==> src/sv/mpq_pkg.sv <==
// ----------------------------------------------------------------------------
// mpq_pkg
// Shared types and constants of the min priority queue.
// ----------------------------------------------------------------------------
package mpq_pkg;
  localparam int CAPACITY_DEF    = 64;
  localparam int VERTEX_BITS_DEF = 10;
  localparam int WEIGHT_BITS     = 40;

  typedef enum logic [1:0] {
    OP_INSERT  = 2'd0,
    OP_UPDATE  = 2'd1,
    OP_EXTRACT = 2'd2,
    OP_NONE    = 2'd3
  } op_t;

  typedef enum logic [1:0] {
    ST_OK       = 2'd0,
    ST_EMPTY    = 2'd1,
    ST_FULL     = 2'd2,
    ST_NOTFOUND = 2'd3
  } status_t;

  // controller -> datapath
  typedef struct packed {
    logic load;      // capture request
    logic scan_clr;  // clear scan index, hit flag, best
    logic rd;        // issue read at scan index
    logic eval;      // evaluate read data (previous address)
    logic ins_wr;    // write request at count
    logic mv_rd;     // read last entry
    logic mv_wr;     // write last entry into best slot
    logic cnt_inc;
    logic cnt_dec;
    logic res_set;   // present result
    logic [1:0] res_status;
    logic res_data;  // drive extracted pair
  } mpq_cmd_t;

  // datapath -> controller
  typedef struct packed {
    logic [1:0] op;
    logic       empty;
    logic       full;
    logic       scan_last;
    logic       hit;
  } mpq_sts_t;
endpackage

==> src/sv/min_priority_queue_with_update.sv <==
// ----------------------------------------------------------------------------
// min_priority_queue_with_update
// Min priority queue of (vertex, weight) pairs with insert, update, extract.
// ----------------------------------------------------------------------------
// Raise start while busy is low; a request is taken at the edge where both
// hold. An update or extract reads every stored entry once through the
// single read port. An update or extract on an empty queue, an insert into
// a full queue and the unused op code go straight to the result without
// touching the store. The result is on the out_ ports for one cycle with
// out_strobe high and cannot be stalled; busy is already low in that cycle,
// so the next request can be taken at its end. Ties go to the lowest vertex.
module min_priority_queue_with_update #(
  parameter int CAPACITY    = mpq_pkg::CAPACITY_DEF,
  parameter int VERTEX_BITS = mpq_pkg::VERTEX_BITS_DEF
) (
  input  logic                                   clk,
  input  logic                                   rst_n,
  input  logic                                   start,
  output logic                                   busy,
  input  logic [1:0]                             in_op,
  input  logic [VERTEX_BITS-1:0]                 in_vertex_id,
  input  logic signed [mpq_pkg::WEIGHT_BITS-1:0] in_key_weight,
  output logic                                   out_strobe,
  output logic [VERTEX_BITS-1:0]                 out_vertex,
  output logic signed [mpq_pkg::WEIGHT_BITS-1:0] out_weight,
  output logic [1:0]                             out_status,
  output logic [$clog2(CAPACITY+1)-1:0]          out_occupancy
);
  import mpq_pkg::*;

  mpq_cmd_t cmd;
  mpq_sts_t sts;

  mpq_ctrl u_ctrl (
    .clk        (clk),
    .rst_n      (rst_n),
    .start      (start),
    .busy       (busy),
    .out_strobe (out_strobe),
    .sts        (sts),
    .cmd        (cmd)
  );

  mpq_datapath #(.CAPACITY(CAPACITY), .VERTEX_BITS(VERTEX_BITS)) u_dp (
    .clk           (clk),
    .rst_n         (rst_n),
    .in_op         (in_op),
    .in_vertex_id  (in_vertex_id),
    .in_key_weight (in_key_weight),
    .cmd           (cmd),
    .sts           (sts),
    .out_vertex    (out_vertex),
    .out_weight    (out_weight),
    .out_status    (out_status),
    .out_occupancy (out_occupancy)
  );
endmodule

==> src/sv/mpq_ram.sv <==
// ----------------------------------------------------------------------------
// mpq_ram
// Single-port-write, single-read RAM with registered read data.
// ----------------------------------------------------------------------------
module mpq_ram #(
  parameter int WIDTH = 8,
  parameter int DEPTH = 64
) (
  input  logic                     clk,
  input  logic                     we,
  input  logic [$clog2(DEPTH)-1:0] waddr,
  input  logic [WIDTH-1:0]         wdata,
  input  logic [$clog2(DEPTH)-1:0] raddr,
  output logic [WIDTH-1:0]         rdata
);
  logic [WIDTH-1:0] mem [DEPTH];

  always_ff @(posedge clk) begin
    if (we) begin
      mem[waddr] <= wdata;
    end
    rdata <= mem[raddr];
  end
endmodule

==> src/sv/mpq_datapath.sv <==
// ----------------------------------------------------------------------------
// mpq_datapath
// Entry store, count, scan index, best tracker and result registers.
// ----------------------------------------------------------------------------
module mpq_datapath #(
  parameter int CAPACITY    = mpq_pkg::CAPACITY_DEF,
  parameter int VERTEX_BITS = mpq_pkg::VERTEX_BITS_DEF
) (
  input  logic                              clk,
  input  logic                              rst_n,
  input  logic [1:0]                        in_op,
  input  logic [VERTEX_BITS-1:0]            in_vertex_id,
  input  logic signed [mpq_pkg::WEIGHT_BITS-1:0] in_key_weight,
  input  mpq_pkg::mpq_cmd_t                 cmd,
  output mpq_pkg::mpq_sts_t                 sts,
  output logic [VERTEX_BITS-1:0]            out_vertex,
  output logic signed [mpq_pkg::WEIGHT_BITS-1:0] out_weight,
  output logic [1:0]                        out_status,
  output logic [$clog2(CAPACITY+1)-1:0]     out_occupancy
);
  import mpq_pkg::*;

  localparam int AW = $clog2(CAPACITY);
  localparam int CW = $clog2(CAPACITY + 1);
  localparam int EW = VERTEX_BITS + WEIGHT_BITS;

  logic [1:0]               op_r;
  logic [VERTEX_BITS-1:0]   vtx_r;
  logic [WEIGHT_BITS-1:0]   wgt_r;
  logic [CW-1:0]            cnt_r;
  logic [CW-1:0]            idx_r;   // read address
  logic [AW-1:0]            eidx_r;  // address of data being evaluated
  logic                     hit_r;
  logic                     have_r;
  logic [AW-1:0]            best_idx_r;
  logic [VERTEX_BITS-1:0]   best_v_r;
  logic signed [WEIGHT_BITS-1:0] best_w_r;

  logic          we;
  logic [AW-1:0] waddr, raddr;
  logic [EW-1:0] wdata, rdata;
  logic [VERTEX_BITS-1:0]        rd_v;
  logic signed [WEIGHT_BITS-1:0] rd_w;
  logic [AW-1:0] last_idx;
  logic          upd_hit, better;

  assign rd_v     = rdata[EW-1:WEIGHT_BITS];
  assign rd_w     = rdata[WEIGHT_BITS-1:0];
  assign last_idx = AW'(cnt_r - CW'(1));
  assign upd_hit  = cmd.eval && (op_r == OP_UPDATE) && (rd_v == vtx_r);
  assign better   = !have_r || (rd_w < best_w_r) ||
                    ((rd_w == best_w_r) && (rd_v < best_v_r));

  always_comb begin
    we    = 1'b0;
    waddr = eidx_r;
    wdata = {vtx_r, wgt_r};
    raddr = cmd.mv_rd ? last_idx : idx_r[AW-1:0];
    if (cmd.ins_wr) begin
      we    = 1'b1;
      waddr = cnt_r[AW-1:0];
    end else if (cmd.mv_wr) begin
      we    = 1'b1;
      waddr = best_idx_r;
      wdata = rdata;
    end else if (upd_hit) begin
      we = 1'b1;
    end
  end

  mpq_ram #(.WIDTH(EW), .DEPTH(CAPACITY)) u_store (
    .clk   (clk),
    .we    (we),
    .waddr (waddr),
    .wdata (wdata),
    .raddr (raddr),
    .rdata (rdata)
  );

  always_ff @(posedge clk) begin
    if (!rst_n) begin
      cnt_r         <= '0;
      out_status    <= ST_OK;
      out_vertex    <= '0;
      out_weight    <= '0;
      out_occupancy <= '0;
    end else begin
      if (cmd.cnt_inc) begin
        cnt_r <= cnt_r + CW'(1);
      end else if (cmd.cnt_dec) begin
        cnt_r <= cnt_r - CW'(1);
      end
      if (cmd.res_set) begin
        out_status    <= cmd.res_status;
        out_vertex    <= cmd.res_data ? best_v_r : '0;
        out_weight    <= cmd.res_data ? best_w_r : '0;
        out_occupancy <= cnt_r;
      end
    end
  end

  always_ff @(posedge clk) begin
    if (cmd.load) begin
      op_r  <= in_op;
      vtx_r <= in_vertex_id;
      wgt_r <= in_key_weight;
    end
    if (cmd.scan_clr) begin
      idx_r  <= '0;
      hit_r  <= 1'b0;
      have_r <= 1'b0;
    end else begin
      if (cmd.rd) begin
        idx_r  <= idx_r + CW'(1);
        eidx_r <= idx_r[AW-1:0];
      end
      if (upd_hit) begin
        hit_r <= 1'b1;
      end
      if (cmd.eval && (op_r == OP_EXTRACT) && better) begin
        have_r     <= 1'b1;
        best_idx_r <= eidx_r;
        best_v_r   <= rd_v;
        best_w_r   <= rd_w;
      end
    end
  end

  assign sts.op        = op_r;
  assign sts.empty     = (cnt_r == '0);
  assign sts.full      = (cnt_r == CW'(CAPACITY));
  assign sts.scan_last = (idx_r == cnt_r);
  assign sts.hit       = hit_r;
endmodule

==> src/sv/mpq_ctrl.sv <==
// ----------------------------------------------------------------------------
// mpq_ctrl
// Sequencer for insert, update scan and extract scan with refill.
// ----------------------------------------------------------------------------
module mpq_ctrl (
  input  logic              clk,
  input  logic              rst_n,
  input  logic              start,
  output logic              busy,
  output logic              out_strobe,
  input  mpq_pkg::mpq_sts_t sts,
  output mpq_pkg::mpq_cmd_t cmd
);
  import mpq_pkg::*;

  typedef enum logic [2:0] {
    S_IDLE, S_DECODE, S_SCAN, S_DRAIN, S_MVRD, S_MVWR, S_DONE
  } state_t;

  state_t state_r, state_nxt;
  logic   strobe_nxt;

  always_comb begin
    cmd        = '0;
    state_nxt  = state_r;
    strobe_nxt = 1'b0;
    unique case (state_r)
      S_IDLE: begin
        if (start) begin
          cmd.load     = 1'b1;
          cmd.scan_clr = 1'b1;
          state_nxt    = S_DECODE;
        end
      end
      S_DECODE: begin
        unique case (sts.op)
          OP_INSERT: begin
            cmd.res_set = 1'b1;
            if (sts.full) begin
              cmd.res_status = ST_FULL;
              state_nxt      = S_DONE;
            end else begin
              cmd.ins_wr  = 1'b1;
              cmd.cnt_inc = 1'b1;
              cmd.res_set = 1'b0;
              state_nxt   = S_MVWR;
            end
          end
          OP_UPDATE, OP_EXTRACT: begin
            if (sts.empty) begin
              cmd.res_set    = 1'b1;
              cmd.res_status = (sts.op == OP_UPDATE) ? ST_NOTFOUND : ST_EMPTY;
              state_nxt      = S_DONE;
            end else begin
              cmd.rd    = 1'b1;
              state_nxt = S_SCAN;
            end
          end
          default: begin
            cmd.res_set = 1'b1;
            state_nxt   = S_DONE;
          end
        endcase
      end
      S_SCAN: begin
        cmd.eval = 1'b1;
        if (sts.scan_last) begin
          state_nxt = S_DRAIN;
        end else begin
          cmd.rd = 1'b1;
        end
      end
      S_DRAIN: begin
        if (sts.op == OP_UPDATE) begin
          cmd.res_set    = 1'b1;
          cmd.res_status = sts.hit ? ST_OK : ST_NOTFOUND;
          state_nxt      = S_DONE;
        end else begin
          cmd.mv_rd = 1'b1;
          state_nxt = S_MVRD;
        end
      end
      S_MVRD: begin
        cmd.mv_wr   = 1'b1;
        cmd.cnt_dec = 1'b1;
        state_nxt   = S_MVWR;
      end
      S_MVWR: begin
        cmd.res_set  = 1'b1;
        cmd.res_data = (sts.op == OP_EXTRACT);
        state_nxt    = S_DONE;
      end
      S_DONE: begin
        strobe_nxt = 1'b1;
        state_nxt  = S_IDLE;
      end
      default: state_nxt = S_IDLE;
    endcase
  end

  always_ff @(posedge clk) begin
    if (!rst_n) begin
      state_r    <= S_IDLE;
      out_strobe <= 1'b0;
    end else begin
      state_r    <= state_nxt;
      out_strobe <= strobe_nxt;
    end
  end

  assign busy = (state_r != S_IDLE);
endmodule

==> config.mk <==
export PLATFORM = sky130hd
export DESIGN_NAME = min_priority_queue_with_update
export DESIGN_NICKNAME = d
export VERILOG_FILES = /design/src/sv/mpq_pkg.sv /design/src/sv/min_priority_queue_with_update.sv /design/src/sv/mpq_ram.sv /design/src/sv/mpq_datapath.sv /design/src/sv/mpq_ctrl.sv
export SDC_FILE = /design/constraint.sdc
export NUM_CORES = 2
export LEC_CHECK = 0
export BUFFER_PORTS_ARGS = -buffer_cell sky130_fd_sc_hd__buf_4
export CAP_MARGIN = 25
export CORE_MARGIN = 4
export CORE_UTILIZATION = 45
export CTS_CLUSTER_SIZE = 28
export DETAILED_ROUTE_END_ITERATION = 6
export GPL_TIMING_DRIVEN = 0
export PLACE_DENSITY_LB_ADDON = 0.08
export SKIP_CTS_REPAIR_TIMING = 1
export SYNTH_ARGS = -nofsm -noshare
export SYNTH_HDL_FRONTEND = slang
export SYNTH_SLANG_ARGS = --single-unit
==> constraint.sdc <==
create_clock -name clk -period 10.9 [get_ports clk]
set_clock_uncertainty 0.05 [all_clocks]
set_input_delay 1.635 -clock clk [delete_from_list [all_inputs] [get_ports clk]]
set_output_delay 1.635 -clock clk [all_outputs]
set_load 0.05 [all_outputs]
# == Word level (Yosys, flattened, before mapping) ==
# Memory sizes are Yosys's and may differ from the RTL's. A register that Yosys moved wholly into a read port is not among the register bits.
# Index checks and enable logic that the tools add are counted.
# word_totals
register_bits,193
latch_bits,0
ramBits,3200
mem_bits_ro,0
input_bits,55
elab_cells,101
n_memories,1
# classes
addsub,3
mul,0
div_mod_pow,0
magnitude_cmp,2
eq_ne,14
shifts,0
n_mux,46
n_bitwise,1
reduce_logical,17
# mem_list
memory,depth,word_bits,read_ports,rd_ports_with_merged_regs,wr,line_no,rtl
u_dp.u_store.mem,64,50,1,1,1,mpq_ram.sv:16,logic [WIDTH-1:0] mem [DEPTH];
# op_table
op,count
2-to-1 mux 50 bit,2
equality test 40 bit,1
< comparator 40 bit,1
2-to-1 mux 40 bit,1
2-to-1 mux 1 bit,18
2-to-1 mux 6 bit,3
case mux 3 bit (6 select lines),1
2-to-1 mux 3 bit,5
adder 7 x 1 -> 7 bit (second input constant),2
2-to-1 mux 2 bit,7
2-to-1 mux 7 bit,2
equality test 10 bit,1
< comparator 10 bit,1
2-to-1 mux 10 bit,1
equality test 3 bit (second input constant),3
case mux 2 bit (2 select lines),2
equality test 7 bit,1
equality test 7 bit (second input constant),1
zero test 7 bit,1
subtractor 7 x 1 -> 7 bit (second input constant),1
equality test 3 x 2 -> 1 bit (second input constant),2
case mux 3 bit (2 select lines),1
AND reduction 2 bit,3
logical AND 1 bit,5
other kinds (14),17

# == Longest topological paths before layout ==
# logic_depth
word_depth,9
depth_mapped,16

# == By module ==
# A second synthesis with hierarchy kept.
# hier_totals
hier_cells,6271
hier_area_um2,132191.8
# by_module_without_submodules
mod,instances,cells_per_inst,area_each_um2,seq_area_each_um2
mpq_ram,1,5457,122950.4,97093.1
mpq_datapath,1,759,8827.2,4924.7
mpq_ctrl,1,55,414.1,80.1

# == Worst setup path before layout ==
# No wires, ideal clock.
# synth_timing
kind,register to register
startpoint,register u_dp.op_r[0]
endpoint,memory u_dp.u_store.mem[33][0] (netlist name) (enable)
setup_ps,458
arrival_time_ps,4825
setup_slack_ps,5567
path_stages_with_launch,11
path_buffers,0
synth_period_minus_slack_ps,5333
cell_sequence,edfxtp_1 -> inv_1 -> ha_1 -> nor4bb_1 -> a21boi_4 -> nor2_2 -> a222oi_1 -> and2_1 -> and3_1 -> nand2_1 -> nor2_1
# synth_between
elab_chain_cells,8
word_cells_on_any_way,12
# synth_rtl
element,line_no,rtl
from (decl),mpq_datapath.sv:27,logic [1:0] op_r;
from (signal assigned),mpq_datapath.sv:104,op_r <= in_op;
equality test 2 x 1 -> 1 bit,mpq_datapath.sv:50,assign upd_hit = cmd.eval && (op_r == OP_UPDATE) && (rd_v == vtx_r);
logical AND 1 bit (2 in series),mpq_datapath.sv:50,
2-to-1 mux 1 bit,mpq_datapath.sv:66,end else if (upd_hit) begin
2-to-1 mux 1 bit,mpq_datapath.sv:62,end else if (cmd.mv_wr) begin
2-to-1 mux 1 bit,mpq_datapath.sv:59,if (cmd.ins_wr) begin
2-to-1 mux 1 bit,mpq_ram.sv:19,if (we) begin
2-to-1 mux 1 bit (not written as such),mpq_ram.sv:20,mem[waddr] <= wdata;
to (decl),mpq_ram.sv:16,
# Parallel ways exist; a longest one is shown, timed or not.

# == Final worst setup path ==
# layout_timing
startpoint,register u_dp.op_r[0]
endpoint,"register u_dp.u_store.rdata[47], read port of u_dp.u_store.mem"
# layout_between
elab_chain_cells,4
# layout_rtl
element,line_no,rtl
equality test 2 x 1 -> 1 bit,mpq_ctrl.sv:74,if (sts.op == OP_UPDATE) begin
2-to-1 mux 1 bit,mpq_ctrl.sv:74,
2-to-1 mux 1 bit,mpq_ctrl.sv:27,unique case (state_r)
2-to-1 mux 6 bit,mpq_datapath.sv:58,raddr = cmd.mv_rd ? last_idx : idx_r[AW-1:0];
to (decl),mpq_ram.sv:14,output logic [WIDTH-1:0] rdata
# No other way between the ends.
# A chain may end at the register's enable or synchronous reset.

==> results.cfg <==
[die]
dieArea_um2 = 305000
die_h_um = 552
start_util_pct = 45.3
core_um2 = 294000
placementRows = 199
io_pins = 116
die_x_um = 552

[logic_synthesis]
syn_avg_cell_area_um2 = 16.8
ys_ff_latch = 3443
synthCells = 7914
synth-main-ff-cell = edfxtp_1
seq_area_frac_synth_pct = 76.6
ys_warn_count = 0
netlist_area_um2 = 133000
ys_top_cells_by_area = edfxtp_1 (75%), mux4_2 (8.8%), nand2_1 (4.7%)
synth_edf_count = 3314
yosysTopAreaCellShare_pct = 74.7
yosysUniqueCellTypes = 69
synth_async_sr_flop_share_pct = 0
yosysTopAreaCell = edfxtp_1
syn-num-nets = 8025

[timing]
finalCriticalPeriod_ps = 6400
maxSlewHeadroom_pct = 21.1
max_freq_mhz = 156
period_share_pct = 58.7
finalMaxSlewViolations = 0
finalSetupTns_ps = 0
worst_slew_pin_slew_ps = 1180
hold_viol = 0
setup_violations = 0
rsz0062_at_grt = no

[clock_tree]
clk_latency_ps = 940
clk_pin_slew_ps = 60
cts_tree = yes
cts_sinks = 3443
cts_root_buf = clkbuf_16
cts_made_buffers = 363
clockBufferDepth = 4
h-tree-depth = 5

[cells_and_area]
n_fill_cell = 23900
fin_nets = 8723
post_route_cells_drive_above_1_share_pct = 19.1
areaGrowthSynthToFinish_pct = 17.0
utilization_pct = 53.0

[routing]
highest_layer = met5
drt_iter0_markers = 10100
wl_met1_um = 172000
drtPass1Iterations = 7
antenna_left = 0
dr_total_vias = 76800
wl_met2_um = 215000
drc = 2
avgRoutedWirePerCell_um = 34.3
met3_length_um = 30600
routed_wl_um = 440000
viasPerCell = 5.98

[pwr]
leakagePower_uw = 0.0510
pwr-share-seq_pct = 43.9
power_switching_uw = 12500
p_int_uw = 26200
swShare_pct = 32.4
combPwrFrac_pct = 24.5
p_per_area_nw_per_um2 = 248
vdd_drop_max_v = 0.000167
clkPwrFrac_pct = 31.6

[placement]
gp_congestion = 0.933
hpwlAfterDp_um = 307000
port_buffers = 114

[global_route]
overflow = 0
grt_antenna_before_repair = 18
track_usage_pct = 28.4
grt_max_degree = 65
grt_pass1_wl_um = 606000
grt_pass1_vias = 75300

[min_path]
hold_path_class = flip-flop to flip-flop

[setup_path]
crit_fanout = 10
worstPathRequired_ps = 11440
endpoint_kind = flip-flop
crit_type = flip-flop to flip-flop
critPathArrivalTime_ps = 6940
start_kind = flip-flop

[flow_run]
cap_violations = 0

[run_status]
status = complete, but fails checks
violations = design-rule violations
[worst paths after layout]
path,depth (start not counted),endpoint,startpoint,slack [ps]
max,15,u_dp.u_store.rdata[47]$_DFF_P_,u_dp.op_r[0]$_DFFE_PP_,4500
min,2,u_dp.hit_r$_SDFFE_PP0P_,u_dp.hit_r$_SDFFE_PP0P_,400
max reg2reg,15,u_dp.u_store.rdata[47]$_DFF_P_,u_dp.op_r[0]$_DFFE_PP_,4500
min reg2reg,2,u_dp.hit_r$_SDFFE_PP0P_,u_dp.hit_r$_SDFFE_PP0P_,400
[per-stage QoR]
step                      cell area [µm²]  std cells  power (µW)  setup slack, ps  hold slack, ps
after floorplan                    133000       7914       21800             5570             356
after global placement             139000      11900       26200              753             365
after detailed placement           144000      12200       26700             4580             383
after CTS                          156000      12800       38800             4540             397
after global routing               156000      12800       39900             4480             410
final                              156000      12800       38700             4500             401
[worst max-delay path, stage by stage, from the launching register on]
cell,delay [ps]
edfxtp_1,470
ha_1,310
nor4bb_1,290
clkbuf_2,260
buf_4,210
a21o_1,200
buf_4,200
buf_2,340
buf_2,500
buf_2,610
buf_2,560
nand3_1,160
nand3_1,140
a21oi_1,160
nor4_1,810
nand3_1,700
[layer usage]
metal  vias up  GRT usage, %
met5         -             0
met4         8          12.5
met3       701          3.78
met2      3469          46.9
met1     40500          37.9
li1      32100             -
[state kept, by name, indices dropped and copies added (netlist names), 7 cells and up]
register	count
u_dp.u_store.mem	3200
u_dp.u_store.rdata	50
u_dp.best_w_r	40
u_dp.out_weight	40
u_dp.wgt_r	40
u_dp.best_v_r	10
u_dp.out_vertex	10
u_dp.vtx_r	10
u_dp.cnt_r	7
u_dp.idx_r	7
u_dp.out_occupancy	7
[area by class of cell]
cell class                 count  area [µm²]  share of cell area (%)
multi-input combinational   3946       29700                    19.1
timing repair buffer         333        5150                    3.31
clock inverter               215        2020                    1.30
clock buffer                 451        9630                    6.18
sequential                  3443      102000                    65.5
tap                         3919        4900                    3.15
buffer                       468        2120                    1.36
antenna                       11        27.5                  0.0177
inverter                      57         214                   0.137
[cell usage in the layout (no fill, tap or decap), types with 56 or more instances in the layout]
cell type and instances:
clkbuf_1 278, ha_1 56, a21oi_1 193, buf_1 69, clkbuf_16 369, a311oi_1 108, clkinv_1 87, edfxtp_1 3314
a22oi_1 69, dfxtp_1 129, inv_1 57, buf_12 147, nor2b_1 61, nor2_4 66, buf_4 162, nand3_1 676
nand2_1 1620, buf_2 157, mux4_2 522, and3_1 113, o21ai_0 65, clkinv_2 67
[logic make-up after synthesis]
kind of cell	count (synthesis)	synth area share, %
xor gates and xnor gates	28	0.184
muxes	559	9.10
and+or+nand+nor	2762	9.14
AOI/OAI and AO/OA	541	2.71
DFF	3443	76.6
buffers and inverters	525	1.75
adders and majority gates	56	0.526
[power groups by stage]
| stage | registers [µW] | clock network [µW] | logic [µW] |
|---|---|---|---|
| after floorplan | 17100 | 0 | 4620 |
| after global placement | 17600 | 0 | 8550 |
| after detailed placement | 17200 | 0 | 9420 |
| after CTS | 17000 | 12400 | 9450 |
| after global routing | 17000 | 13000 | 9930 |
| final | 17000 | 12200 | 9470 |
[synthesized netlist by cell type, types with 39 or more instances]
| cell type | number |
|---|---|
| edfxtp_1 | 3314 |
| nand2_1 | 1669 |
| nand3_1 | 676 |
| mux4_2 | 522 |
| clkbuf_1 | 207 |
| a21oi_1 | 193 |
| buf_2 | 155 |
| dfxtp_1 | 129 |
| and3_1 | 113 |
| a311oi_1 | 108 |
| nor2_1 | 93 |
| buf_1 | 70 |
| a22oi_1 | 69 |
| o21ai_0 | 66 |
| nor2b_1 | 61 |
| inv_1 | 57 |
| ha_1 | 56 |
| nand4_1 | 43 |
| nor4_1 | 39 |
(Power assumes the default switching activity.)
